File: config.mk
export PLATFORM = sky130hd
export DESIGN_NAME = btlpm_walk
export DESIGN_NICKNAME = d
export VERILOG_FILES = /design/src/rtl/btlpm_pkg.sv /design/src/rtl/btlpm_walk.sv
export SDC_FILE = /design/constraint.sdc
export NUM_CORES = 1
export LEC_CHECK = 0
export BUFFER_PORTS_ARGS = -buffer_cell sky130_fd_sc_hd__buf_4
export CORE_MARGIN = 2
export CORE_UTILIZATION = 47
export DETAILED_ROUTE_END_ITERATION = 8
export GPL_ROUTABILITY_DRIVEN = 0
export PLACE_DENSITY = 0.77
export SYNTH_ARGS = -nofsm -noshare
export SYNTH_HDL_FRONTEND = slang
export SYNTH_SLANG_ARGS = --single-unit
export TNS_END_PERCENT = 50
File: constraint.sdc
create_clock -name clock -period 7.3 [get_ports clock]
set_clock_uncertainty 0.15 [all_clocks]
set_input_delay 0.365 -clock clock [delete_from_list [all_inputs] [get_ports clock]]
set_output_delay 0.365 -clock clock [all_outputs]
set_load 0.02 [all_outputs]
File: src/rtl/btlpm_pkg.sv
// shared types, codes and constants of the trie longest prefix match engine
`default_nettype none

package btlpm_pkg;

   // default sizing of the node pool and route index
   localparam int NODE_COUNT_DEF       = 4096;
   localparam int ROUTE_INDEX_BITS_DEF = 16;
   localparam int NODE_WIDTH_DEF       = 2 * $clog2(NODE_COUNT_DEF) + 1 + ROUTE_INDEX_BITS_DEF;

   // fixed field widths
   localparam int ADDR_BITS    = 32;
   localparam int TOP_BIT      = 31;
   localparam int INDEX_BITS   = 16;
   localparam int LEVEL_BITS   = 6;
   localparam int REQ_DATA_W   = 80;
   localparam int RSP_DATA_W   = 24;
   localparam int RSP_PAD_W    = RSP_DATA_W - 2 - INDEX_BITS;

   // request kinds
   localparam logic REQ_INSERT = 1'b0;
   localparam logic REQ_LOOKUP = 1'b1;

   // insert status codes
   localparam logic STATUS_OK   = 1'b0;
   localparam logic STATUS_FULL = 1'b1;

   // sequencer states
   typedef enum logic [2:0] {
      ST_IDLE = 3'b001,
      ST_STEP = 3'b010,
      ST_EMIT = 3'b100
   } btlpm_state_type;

   // one request beat
   typedef struct packed {
      logic                   req_type;
      logic [ADDR_BITS-1:0]   address;
      logic [ADDR_BITS-1:0]   route_mask;
      logic [INDEX_BITS-1:0]  route_index;
   } btlpm_req_type;

   // one result beat
   typedef struct packed {
      logic                   found;
      logic [INDEX_BITS-1:0]  match_index;
      logic                   status;
   } btlpm_rsp_type;

endpackage

`default_nettype wire

File: src/rtl/btlpm_walk.sv
// trie walk sequencer: one node per cycle through the read port of the node memory
`default_nettype none

module btlpm_walk
   import btlpm_pkg::*;
#(
   parameter int NODE_COUNT       = NODE_COUNT_DEF,
   parameter int ROUTE_INDEX_BITS = ROUTE_INDEX_BITS_DEF,
   localparam int LinkW  = $clog2(NODE_COUNT),
   localparam int CountW = $clog2(NODE_COUNT + 1),
   localparam int NodeW  = 2 * LinkW + 1 + ROUTE_INDEX_BITS
) (
   input  wire logic              clock,
   input  wire logic              reset,
   // request side
   input  wire logic              req_valid,
   output logic                   req_ready,
   input  wire btlpm_req_type     req,
   // result side
   output logic                   res_valid,
   input  wire logic              res_ready,
   output btlpm_rsp_type          res,
   // node memory
   output logic                   ram_wr_en,
   output logic      [LinkW-1:0]  ram_wr_addr,
   output logic      [NodeW-1:0]  ram_wr_data,
   output logic      [LinkW-1:0]  ram_rd_addr,
   input  wire logic [NodeW-1:0]  ram_rd_data
);

   localparam int ValidPos = 2 * LinkW;

   btlpm_state_type              state_ff, state_in;
   logic [ADDR_BITS-1:0]         addr_ff, addr_in;
   logic [ADDR_BITS-1:0]         mask_ff, mask_in;
   logic                         lookup_ff, lookup_in;
   logic [ROUTE_INDEX_BITS-1:0]  idx_ff, idx_in;
   logic [LEVEL_BITS-1:0]        cnt_ff, cnt_in;
   logic [LinkW-1:0]             cur_addr_ff, cur_addr_in;
   logic [NodeW-1:0]             cur_ff, cur_in;
   logic                         fetched_ff, fetched_in;
   logic                         hit_ff, hit_in;
   logic [ROUTE_INDEX_BITS-1:0]  best_ff, best_in;
   logic [CountW-1:0]            used_ff, used_in;
   logic                         root_init_ff, root_init_in;
   btlpm_rsp_type                res_ff, res_in;

   logic [NodeW-1:0]             node_q;
   logic [LinkW-1:0]             kid0, kid1, child, new_idx;
   logic                         child_bit, child_ok, node_valid, at_bottom, pool_full;
   logic [ROUTE_INDEX_BITS-1:0]  node_route, lk_best;
   logic                         lk_hit;
   logic [NodeW-1:0]             link_node, route_node;

   // current node: fresh read (a root never written reads as zero), or the register copy of a just allocated node
   always_comb begin
      if (fetched_ff) begin
         if ((cur_addr_ff == '0) && !root_init_ff) begin
            node_q = '0;
         end else begin
            node_q = ram_rd_data;
         end
      end else begin
         node_q = cur_ff;
      end
   end

   // field decode and per-level decisions
   always_comb begin
      kid0       = node_q[LinkW-1:0];
      kid1       = node_q[2*LinkW-1:LinkW];
      node_valid = node_q[ValidPos];
      node_route = node_q[NodeW-1:ValidPos+1];
      child_bit  = addr_ff[TOP_BIT];
      child      = child_bit ? kid1 : kid0;
      child_ok   = (child != '0);
      at_bottom  = (cnt_ff == LEVEL_BITS'(ADDR_BITS));
      pool_full  = (used_ff >= CountW'(NODE_COUNT));
      new_idx    = used_ff[LinkW-1:0];
      lk_hit     = hit_ff | node_valid;
      lk_best    = node_valid ? node_route : best_ff;

      link_node = node_q;
      if (child_bit) begin
         link_node[2*LinkW-1:LinkW] = new_idx;
      end else begin
         link_node[LinkW-1:0] = new_idx;
      end

      route_node                     = node_q;
      route_node[ValidPos]           = 1'b1;
      route_node[NodeW-1:ValidPos+1] = idx_ff;
   end

   // sequencer
   always_comb begin
      state_in    = state_ff;
      addr_in     = addr_ff;
      mask_in     = mask_ff;
      lookup_in   = lookup_ff;
      idx_in      = idx_ff;
      cnt_in      = cnt_ff;
      cur_addr_in = cur_addr_ff;
      cur_in      = cur_ff;
      fetched_in  = fetched_ff;
      hit_in      = hit_ff;
      best_in     = best_ff;
      used_in     = used_ff;
      res_in      = res_ff;
      ram_rd_addr = child;
      ram_wr_en   = 1'b0;
      ram_wr_addr = cur_addr_ff;
      ram_wr_data = node_q;

      case (state_ff)
         ST_IDLE: begin
            ram_rd_addr = '0;
            if (req_valid) begin
               addr_in     = req.address;
               mask_in     = req.route_mask;
               lookup_in   = (req.req_type == REQ_LOOKUP);
               idx_in      = ROUTE_INDEX_BITS'(req.route_index);
               cnt_in      = '0;
               cur_addr_in = '0;
               fetched_in  = 1'b1;
               hit_in      = 1'b0;
               best_in     = '0;
               state_in    = ST_STEP;
            end
         end
         ST_STEP: begin
            if (lookup_ff) begin
               // lookup: remember the deepest route, stop at a missing child or at the last level
               hit_in  = lk_hit;
               best_in = lk_best;
               if (at_bottom || !child_ok) begin
                  res_in.found       = lk_hit;
                  res_in.match_index = INDEX_BITS'(lk_best);
                  res_in.status      = STATUS_OK;
                  state_in           = ST_EMIT;
               end else begin
                  cur_addr_in = child;
                  fetched_in  = 1'b1;
                  cnt_in      = cnt_ff + 1'b1;
                  addr_in     = addr_ff << 1;
                  mask_in     = mask_ff << 1;
               end
            end else if (!mask_ff[TOP_BIT]) begin
               // insert reached prefix depth: attach the route
               ram_wr_en          = 1'b1;
               ram_wr_data        = route_node;
               res_in.found       = 1'b0;
               res_in.match_index = '0;
               res_in.status      = STATUS_OK;
               state_in           = ST_EMIT;
            end else if (child_ok) begin
               cur_addr_in = child;
               fetched_in  = 1'b1;
               cnt_in      = cnt_ff + 1'b1;
               addr_in     = addr_ff << 1;
               mask_in     = mask_ff << 1;
            end else if (pool_full) begin
               // pool exhausted: flush the current node so a fresh one reads cleared
               ram_wr_en          = 1'b1;
               ram_wr_data        = node_q;
               res_in.found       = 1'b0;
               res_in.match_index = '0;
               res_in.status      = STATUS_FULL;
               state_in           = ST_EMIT;
            end else begin
               // allocate a child and link it; the new node lives in cur_ff
               ram_wr_en   = 1'b1;
               ram_wr_data = link_node;
               cur_addr_in = new_idx;
               cur_in      = '0;
               fetched_in  = 1'b0;
               used_in     = used_ff + 1'b1;
               cnt_in      = cnt_ff + 1'b1;
               addr_in     = addr_ff << 1;
               mask_in     = mask_ff << 1;
            end
         end
         ST_EMIT: begin
            if (res_ready) begin
               state_in = ST_IDLE;
            end
         end
         default: begin
            state_in = ST_IDLE;
         end
      endcase

      root_init_in = root_init_ff | (ram_wr_en && (ram_wr_addr == '0));
   end

   // control registers
   always_ff @(posedge clock) begin
      if (reset) begin
         state_ff     <= ST_IDLE;
         used_ff      <= CountW'(1);
         root_init_ff <= 1'b0;
      end else begin
         state_ff     <= state_in;
         used_ff      <= used_in;
         root_init_ff <= root_init_in;
      end
   end

   // walk payload registers
   always_ff @(posedge clock) begin
      addr_ff     <= addr_in;
      mask_ff     <= mask_in;
      lookup_ff   <= lookup_in;
      idx_ff      <= idx_in;
      cnt_ff      <= cnt_in;
      cur_addr_ff <= cur_addr_in;
      cur_ff      <= cur_in;
      fetched_ff  <= fetched_in;
      hit_ff      <= hit_in;
      best_ff     <= best_in;
      res_ff      <= res_in;
   end

   assign req_ready = (state_ff == ST_IDLE);
   assign res_valid = (state_ff == ST_EMIT);
   assign res       = res_ff;

endmodule

`default_nettype wire

==> out/summary.txt, run 1 <==
========================================================================================
Number of antenna violations at the first check in global routing .........            0
# IOs .....................................................................          212
Standby leakage power .....................................................      3.93 nW
Number of flip-flops and latches in the synthesized netlist ...............          152
DRC violation count after routing .........................................            0
Fraction of layout cells with a size suffix above 1 .......................        30.3%
Synthesis Warnings ........................................................            0
CP cell instances ......................................................... or4_1 -> o41a_2 -> and3_1 -> nor4b_4 -> a22o_1 -> buf_4
Worst reg2reg path startpoint ............................................. ram_wr_addr[9]
Crit start category .......................................................    flip-flop
HPWL after DPL ............................................................     12800 um
Max-cap violations ........................................................            0
Clock tree from TritonCTS .................................................         done
Hold_ws ...................................................................    0.0611 ns
Violation count after the first detailed-routing iteration ................          524
Post-DR vias/cell .........................................................         5.60
Via count .................................................................         5843
Netlist cell types ........................................................           52
Final Hold Fails ..........................................................            0
Transition time at the pin with the least slew margin .....................      1.20 ns
Skew-Pair Late Insertion Delay ............................................      0.42 ns
Number of setup buffers added after CTS ...................................            0
Count of nets left with antenna violations after detail routing ...........            0
Cell area after synthesis ................................................. 0.00717 mm^2
Post-route setup TNS ......................................................         0 ns
Number of instances in the synthesized netlist ............................          638
Setup violation total in the final timing report ..........................            0
Total chip power ..........................................................      2.23 mW
Top delay family on crit path ............................................. simple AND/OR/NAND/NOR gates
Total number of H-tree levels .............................................            4
Final routed wire length divided by cell count ............................      17.8 um
Launching element of the worst setup path ................................. ram_wr_addr[9]
Hold-fix buffers, CTS .....................................................           17
Die extent in x ...........................................................       127 um
Post-place instance area .................................................. 0.00885 mm^2
Count of buffers inserted at the top-level ports ..........................          211
Final critical delay including setup and external delays ..................      4.41 ns
Cell area after layout .................................................... 0.00963 mm^2
Diodes inserted ...........................................................            0
Final worst path period share .............................................        60.4%
Post-cts repair resize count ..............................................            0
Endpoint required time on the critical path ...............................      6.78 ns
Power density relative to cell area .......................................  232 mW/mm^2
First-pass GRT wire length ................................................     29500 um
CTS clk-pin slew, worst paths .............................................      0.06 ns
Crit Path Max Fanout ......................................................           48
Terminus of the critical flop-to-flop path ................................  addr_ff[22]
Synth Net Count ...........................................................          768
Number of synthesized flops with an enable pin ............................          135
Remaining max-slew budget at the tightest pin .............................        19.9%
Total track usage .........................................................        23.3%
Worst path max stage delay ................................................      0.88 ns
Buffers & Inverters on Critical Path ......................................            1
Top library cells by usage in the layout, fill and taps aside ............. buf_4, nand2_1, edfxtp_1
Hold path depth ...........................................................            3
Global route total overflow ...............................................            0
Count of fill cells added during filler insertion .........................         1202
# clock sinks .............................................................          152
Sequential standard cell area ............................................. 0.00439 mm^2
Worst min-delay path startpoint ...........................................      req[49]
Starting density of the core ..............................................        47.7%
FFs w/ async S/R, synth ...................................................           0%
Total count of max-transition violations in the final report ..............            0
Critical path arrival .....................................................      3.89 ns
Cell at the slowest stage of the critical path ............................       o41a_2
Clock root buffer .........................................................    clkbuf_16
Area of the multi-input gates ............................................. 0.00258 mm^2
Highest achievable clock rate .............................................      227 MHz
Most common library cell in the layout ignoring fill and taps .............        buf_4
Via count of the first global-routing pass ................................         5676
Number of search-and-repair iterations in the first detailed-routing pass .            5
Mean Syn Cell Area ........................................................    11.2 um^2
RSZ-0062 raised after global routing ......................................        false
Number of CTS-inserted buffers ............................................           17
Core region area ..........................................................  0.0150 mm^2
Maximum number of pins on one net before global-route repair ..............           94
Full die area .............................................................  0.0163 mm^2
Count of standard-cell rows ...............................................           45
Total Routed Length .......................................................     18600 um
Number of nets in the final layout ........................................          974
Worst reg-to-reg path cell count ..........................................            6
Sequential share of the synthesized area ..................................        61.3%
Crit. End Element .........................................................  output port
Clock buffer depth ........................................................            2
Setup CP Type ............................................................. flip-flop to output port
Worst VDD drop ............................................................   0.000154 V
Die Span Y ................................................................       127 um
Final core utilization ....................................................        64.0%
Setup slack of the most critical reg-to-reg path ..........................      3.30 ns
Status .................................................................... finished clean
Endpoint with the worst hold slack ........................................   addr_ff[1]
HP Class .................................................................. input pin to flip-flop
Layout overhead on the synthesized area ...................................        34.3%
Main synth FF type ........................................................     edfxtp_1
========================================================================================
[synthesized netlist by cell type, types with 2 or more instances]
master    count  share of area, %
dfxtp_1      17               4.7
clkbuf_1     29               1.5
or4_1         9              0.94
nor3b_1       2              0.21
nand3b_1      2              0.21
buf_6         2              0.31
buf_1         8              0.42
nand2b_1      5              0.44
o21ai_0      12              0.84
mux2i_1      28               3.9
nor2_1       46               2.4
a21oi_1      14              0.98
xor2_1        2              0.24
o31ai_1       5              0.52
nand3_1      24               1.7
buf_2         3              0.21
and2_1        5              0.44
nor4_1        5              0.44
inv_1        10              0.52
nand4_1       9              0.79
a31o_2        3              0.37
o22ai_1       5              0.44
nand2_1     145               7.6
a22o_1       54               6.6
ha_1          4              0.70
edfxtp_1    135                57
or3b_2        2              0.24
nor2b_1      21               1.8
nor3_1        7              0.49
xnor2_1       3              0.37
[routing by layer]
layer  vias to the layer above  track usage (%)  routed length [um]
met5                         -                0                   0
met4                         0             9.37                 581
met3                        55             5.86                1540
met2                       294             37.3                8840
met1                      2749             30.5                7660
li1                       2745                -                   -
[worst max-delay path by stage]
stage	to	depth (start not counted)
floorplan	addr_ff[0]	5
global placement	ram_wr_data[20]	6
detailed placement	addr_ff[11]	6
CTS	ram_wr_data[23]	6
global route	ram_wr_data[23]	6
finish	ram_wr_data[23]	6
[state kept, by name, summed over array words and instances, names as in the netlist, 6 cells and up]
name and count:
addr_ff 32, mask_ff 32, res 18, best_ff 16, idx_ff 16, used_ff 13
ram_wr_addr 12, cnt_ff 6
[area by class of cell]
| type | instances | share of cell area (%) |
|---|---|---|
| multi-input cells | 432 | 26.8 |
| flip-flops and latches | 152 | 45.6 |
| clock buffers | 19 | 4.50 |
| inverters | 11 | 0.429 |
| well taps | 188 | 2.44 |
| repair buffers | 230 | 18.4 |
| clock inverters | 12 | 1.82 |
[stage by stage]
step	setup WS, ns	instances
finish	2.89	1044
floorplan	1.91	638
detailed placement	3.34	996
global placement	3.48	996
CTS	2.91	1044
global route	2.70	1044
[worst reg2reg max path: stages, from the launching register on]
cell and delay [ns]:
edfxtp_1 0.39, or4_1 0.56, o41a_2 0.88, and3_1 0.51, a41oi_1 0.42, o21ai_4 0.23
buf_4 0.44
[power breakdown]
group | internal [mW] | leakage [nW] | switching [mW] | total, mW
Sequential | 1.02 | 1.43 | 0.0273 | 1.05
Clock | 0.570 | 0.292 | 0.338 | 0.907
Combinational | 0.129 | 2.21 | 0.146 | 0.275
[kinds of logic after synthesis]
group | count (synthesis) | synth area share, %
flops | 152 | 61.3
fa+ha+maj | 4 | 0.698
simple gates | 288 | 18.6
mux | 29 | 4.07
compound gates | 106 | 11.5
xor+xnor | 5 | 0.611
buf+inv | 54 | 3.14
No activity file was read; power rests on OpenSTA's default activity.
==> inputs of run 2 (changes only) <==
- clock period: 7.3 -> 3.9 ns (I/O delays scaled with it)
==> run 2 against run 1 <==
  * Cell count is 8.2% higher
  * Utilization rose by 5.2 points
  * Largest cell class unchanged
  * Non-clock buffer count is 85 higher
  * Total power grew 84%
  * Critical endpoint is now ram_wr_data[20]
  * Highest routed layer unchanged
  * Worst hold slack lost 0.042 ns
==> out/summary.txt, run 2 (same netlist as run 1, synthesis figures left out) <==
========================================================================================
Final routed wire length divided by cell count ............................      17.7 um
RSZ-0062 raised after global routing ......................................        false
Sequential standard cell area ............................................. 0.00439 mm^2
Total track usage .........................................................        24.3%
Via count of the first global-routing pass ................................         6263
Endpoint with the worst hold slack ........................................   best_ff[5]
Top delay family on crit path ............................................. simple AND/OR/NAND/NOR gates
Met3 routed WL ............................................................      1230 um
Buffers & Inverters on Critical Path ......................................            1
Final critical delay including setup and external delays ..................      3.73 ns
Final worst path period share .............................................        95.5%
Power density relative to cell area .......................................  393 mW/mm^2
Final core utilization ....................................................        69.2%
Worst reg-to-reg path cell count ..........................................            6
Core region area ..........................................................  0.0150 mm^2
Number of nets in the final layout ........................................         1059
Post-route setup TNS ......................................................         0 ns
# IOs .....................................................................          212
Post-DR vias/cell .........................................................         5.54
Die Span Y ................................................................       127 um
Crit Path Max Fanout ......................................................           16
Cell at the slowest stage of the critical path ............................      nor4b_4
Setup slack of the most critical reg-to-reg path ..........................      0.49 ns
Remaining max-slew budget at the tightest pin .............................        18.7%
Highest routed metal layer ................................................         met4
Detailed-routed wire length on met2 .......................................     10100 um
Worst path max stage delay ................................................      0.76 ns
Violation count after the first detailed-routing iteration ................          563
Clock buffer depth ........................................................            2
Final Hold Fails ..........................................................            0
Crit start category .......................................................    flip-flop
Highest achievable clock rate .............................................      268 MHz
Crit. End Element .........................................................  output port
Max-cap violations ........................................................            0
Skew-Pair Late Insertion Delay ............................................      0.41 ns
HPWL after DPL ............................................................     12800 um
Count of standard-cell rows ...............................................           45
Number of search-and-repair iterations in the first detailed-routing pass .            6
Count of nets left with antenna violations after detail routing ...........            0
Clock tree from TritonCTS .................................................         done
DRC violation count after routing .........................................            0
Count of fill cells added during filler insertion .........................         1051
Status .................................................................... finished clean
Transition time at the pin with the least slew margin .....................      1.22 ns
Top library cells by usage in the layout, fill and taps aside ............. buf_4, nand2_1, edfxtp_1
Number of antenna violations at the first check in global routing .........            0
Hold path depth ...........................................................            3
# clock sinks .............................................................          152
Layout overhead on the synthesized area ...................................        45.2%
Full die area .............................................................  0.0163 mm^2
Terminus of the critical flop-to-flop path ................................   mask_ff[8]
Starting density of the core ..............................................        47.7%
Setup CP Type ............................................................. flip-flop to output port
WL met1 ...................................................................      8250 um
HP Class .................................................................. input pin to flip-flop
Worst min-delay path startpoint ........................................... ram_rd_data[30]
Maximum number of pins on one net before global-route repair ..............           70
Endpoint required time on the critical path ...............................      3.56 ns
Hold_ws ...................................................................    0.0193 ns
Setup violation total in the final timing report ..........................            0
Most common library cell in the layout ignoring fill and taps .............        buf_4
Total Routed Length .......................................................     20000 um
Global route total overflow ...............................................            0
Die extent in x ...........................................................       127 um
Via count .................................................................         6265
Total count of max-transition violations in the final report ..............            0
Fraction of layout cells with a size suffix above 1 .......................        27.9%
Number of CTS-inserted buffers ............................................           17
Diodes inserted ...........................................................            0
Worst reg2reg path startpoint ............................................. ram_wr_addr[9]
CTS clk-pin slew, worst paths .............................................      0.06 ns
Standby leakage power .....................................................      4.26 nW
Count of buffers inserted at the top-level ports ..........................          211
Total number of H-tree levels .............................................            4
Worst VDD drop ............................................................   0.000292 V
Clock root buffer .........................................................    clkbuf_16
Area of the multi-input gates ............................................. 0.00258 mm^2
Critical path arrival .....................................................      3.38 ns
CP cell instances ......................................................... or4_1 -> o41a_2 -> and3_1 -> nor4b_4 -> a22o_1 -> buf_4
First-pass GRT wire length ................................................     31000 um
========================================================================================
-- run 2: cell types whose count changed in the layout (fill, tap and decap cells not counted) --
| cell | delta |
|---|---|
| dlygate4sd3_1 | +77 |
| buf_4 | +7 |
| clkinv_1 | +4 |
| bufinv_16 | -2 |
| clkinv_4 | -2 |
| buf_12 | +1 |
| clkbuf_1 | +1 |
| clkinv_2 | +1 |
| inv_6 | -1 |
-- run 2: worst max path at each step --
stage                               from               to  slack (ns)  depth (start not counted)
after floorplan              addr_ff[31]       addr_ff[0]        0.07                          5
after global placement    ram_wr_addr[9]      mask_ff[24]        0.66                          6
after detailed placement  ram_wr_addr[9]      mask_ff[24]        0.52                          6
after CTS                 ram_wr_addr[9]  ram_wr_data[20]        0.19                          6
after global routing      ram_wr_addr[8]  ram_wr_data[22]      0.0003                          6
final                     ram_wr_addr[9]  ram_wr_data[20]        0.17                          6
-- run 2: through the flow --
step / setup slack [ns] / cells / cell area [um^2] / total power [mW]
floorplan: 0.0682 / 638 / 7170 / 2.24
global placement: 0.655 / 1004 / 8920 / 2.48
detailed placement: 0.518 / 1004 / 8920 / 2.50
CTS: 0.188 / 1130 / 10400 / 4.10
global route: 0.000289 / 1130 / 10400 / 4.23
finish: 0.174 / 1130 / 10400 / 4.09
-- run 2: repair_timing --
item	4_1_cts	5_1_grt
hold endpoints to repair	104	0
hold buffers	94	0
setup buffers	0	0
setup endpoints to repair	0	0
resized for setup	0	0
-- run 2: per-layer routing --
| metal | track usage (%) | vias to the layer above |
|---|---|---|
| li1 | - | 2915 |
| met1 | 31.1 | 3033 |
| met2 | 41.2 | 281 |
| met3 | 5.11 | 36 |
| met4 | 8.47 | 0 |
| met5 | 0 | - |
-- run 2: area by class of cell --
type / instances / share of cell area (%)
clock buffers: 20 / 4.20
clock inverters: 12 / 1.05
inverters: 11 / 0.397
multi-input cells: 432 / 24.8
flip-flops and latches: 152 / 42.2
well taps: 188 / 2.26
repair buffers: 315 / 25.1
-- run 2: worst register-to-register path: stages, from the launching register on --
cell	delay, ns
edfxtp_1	0.38
or4_1	0.56
o41a_2	0.51
buf_4	0.31
a31oi_1	0.46
o21ai_2	0.45
a22o_1	0.34
-- run 2: power by group --
group / internal, mW / switching, mW
combinational: 0.298 / 0.301
sequential: 1.91 / 0.0432
clock: 0.926 / 0.615
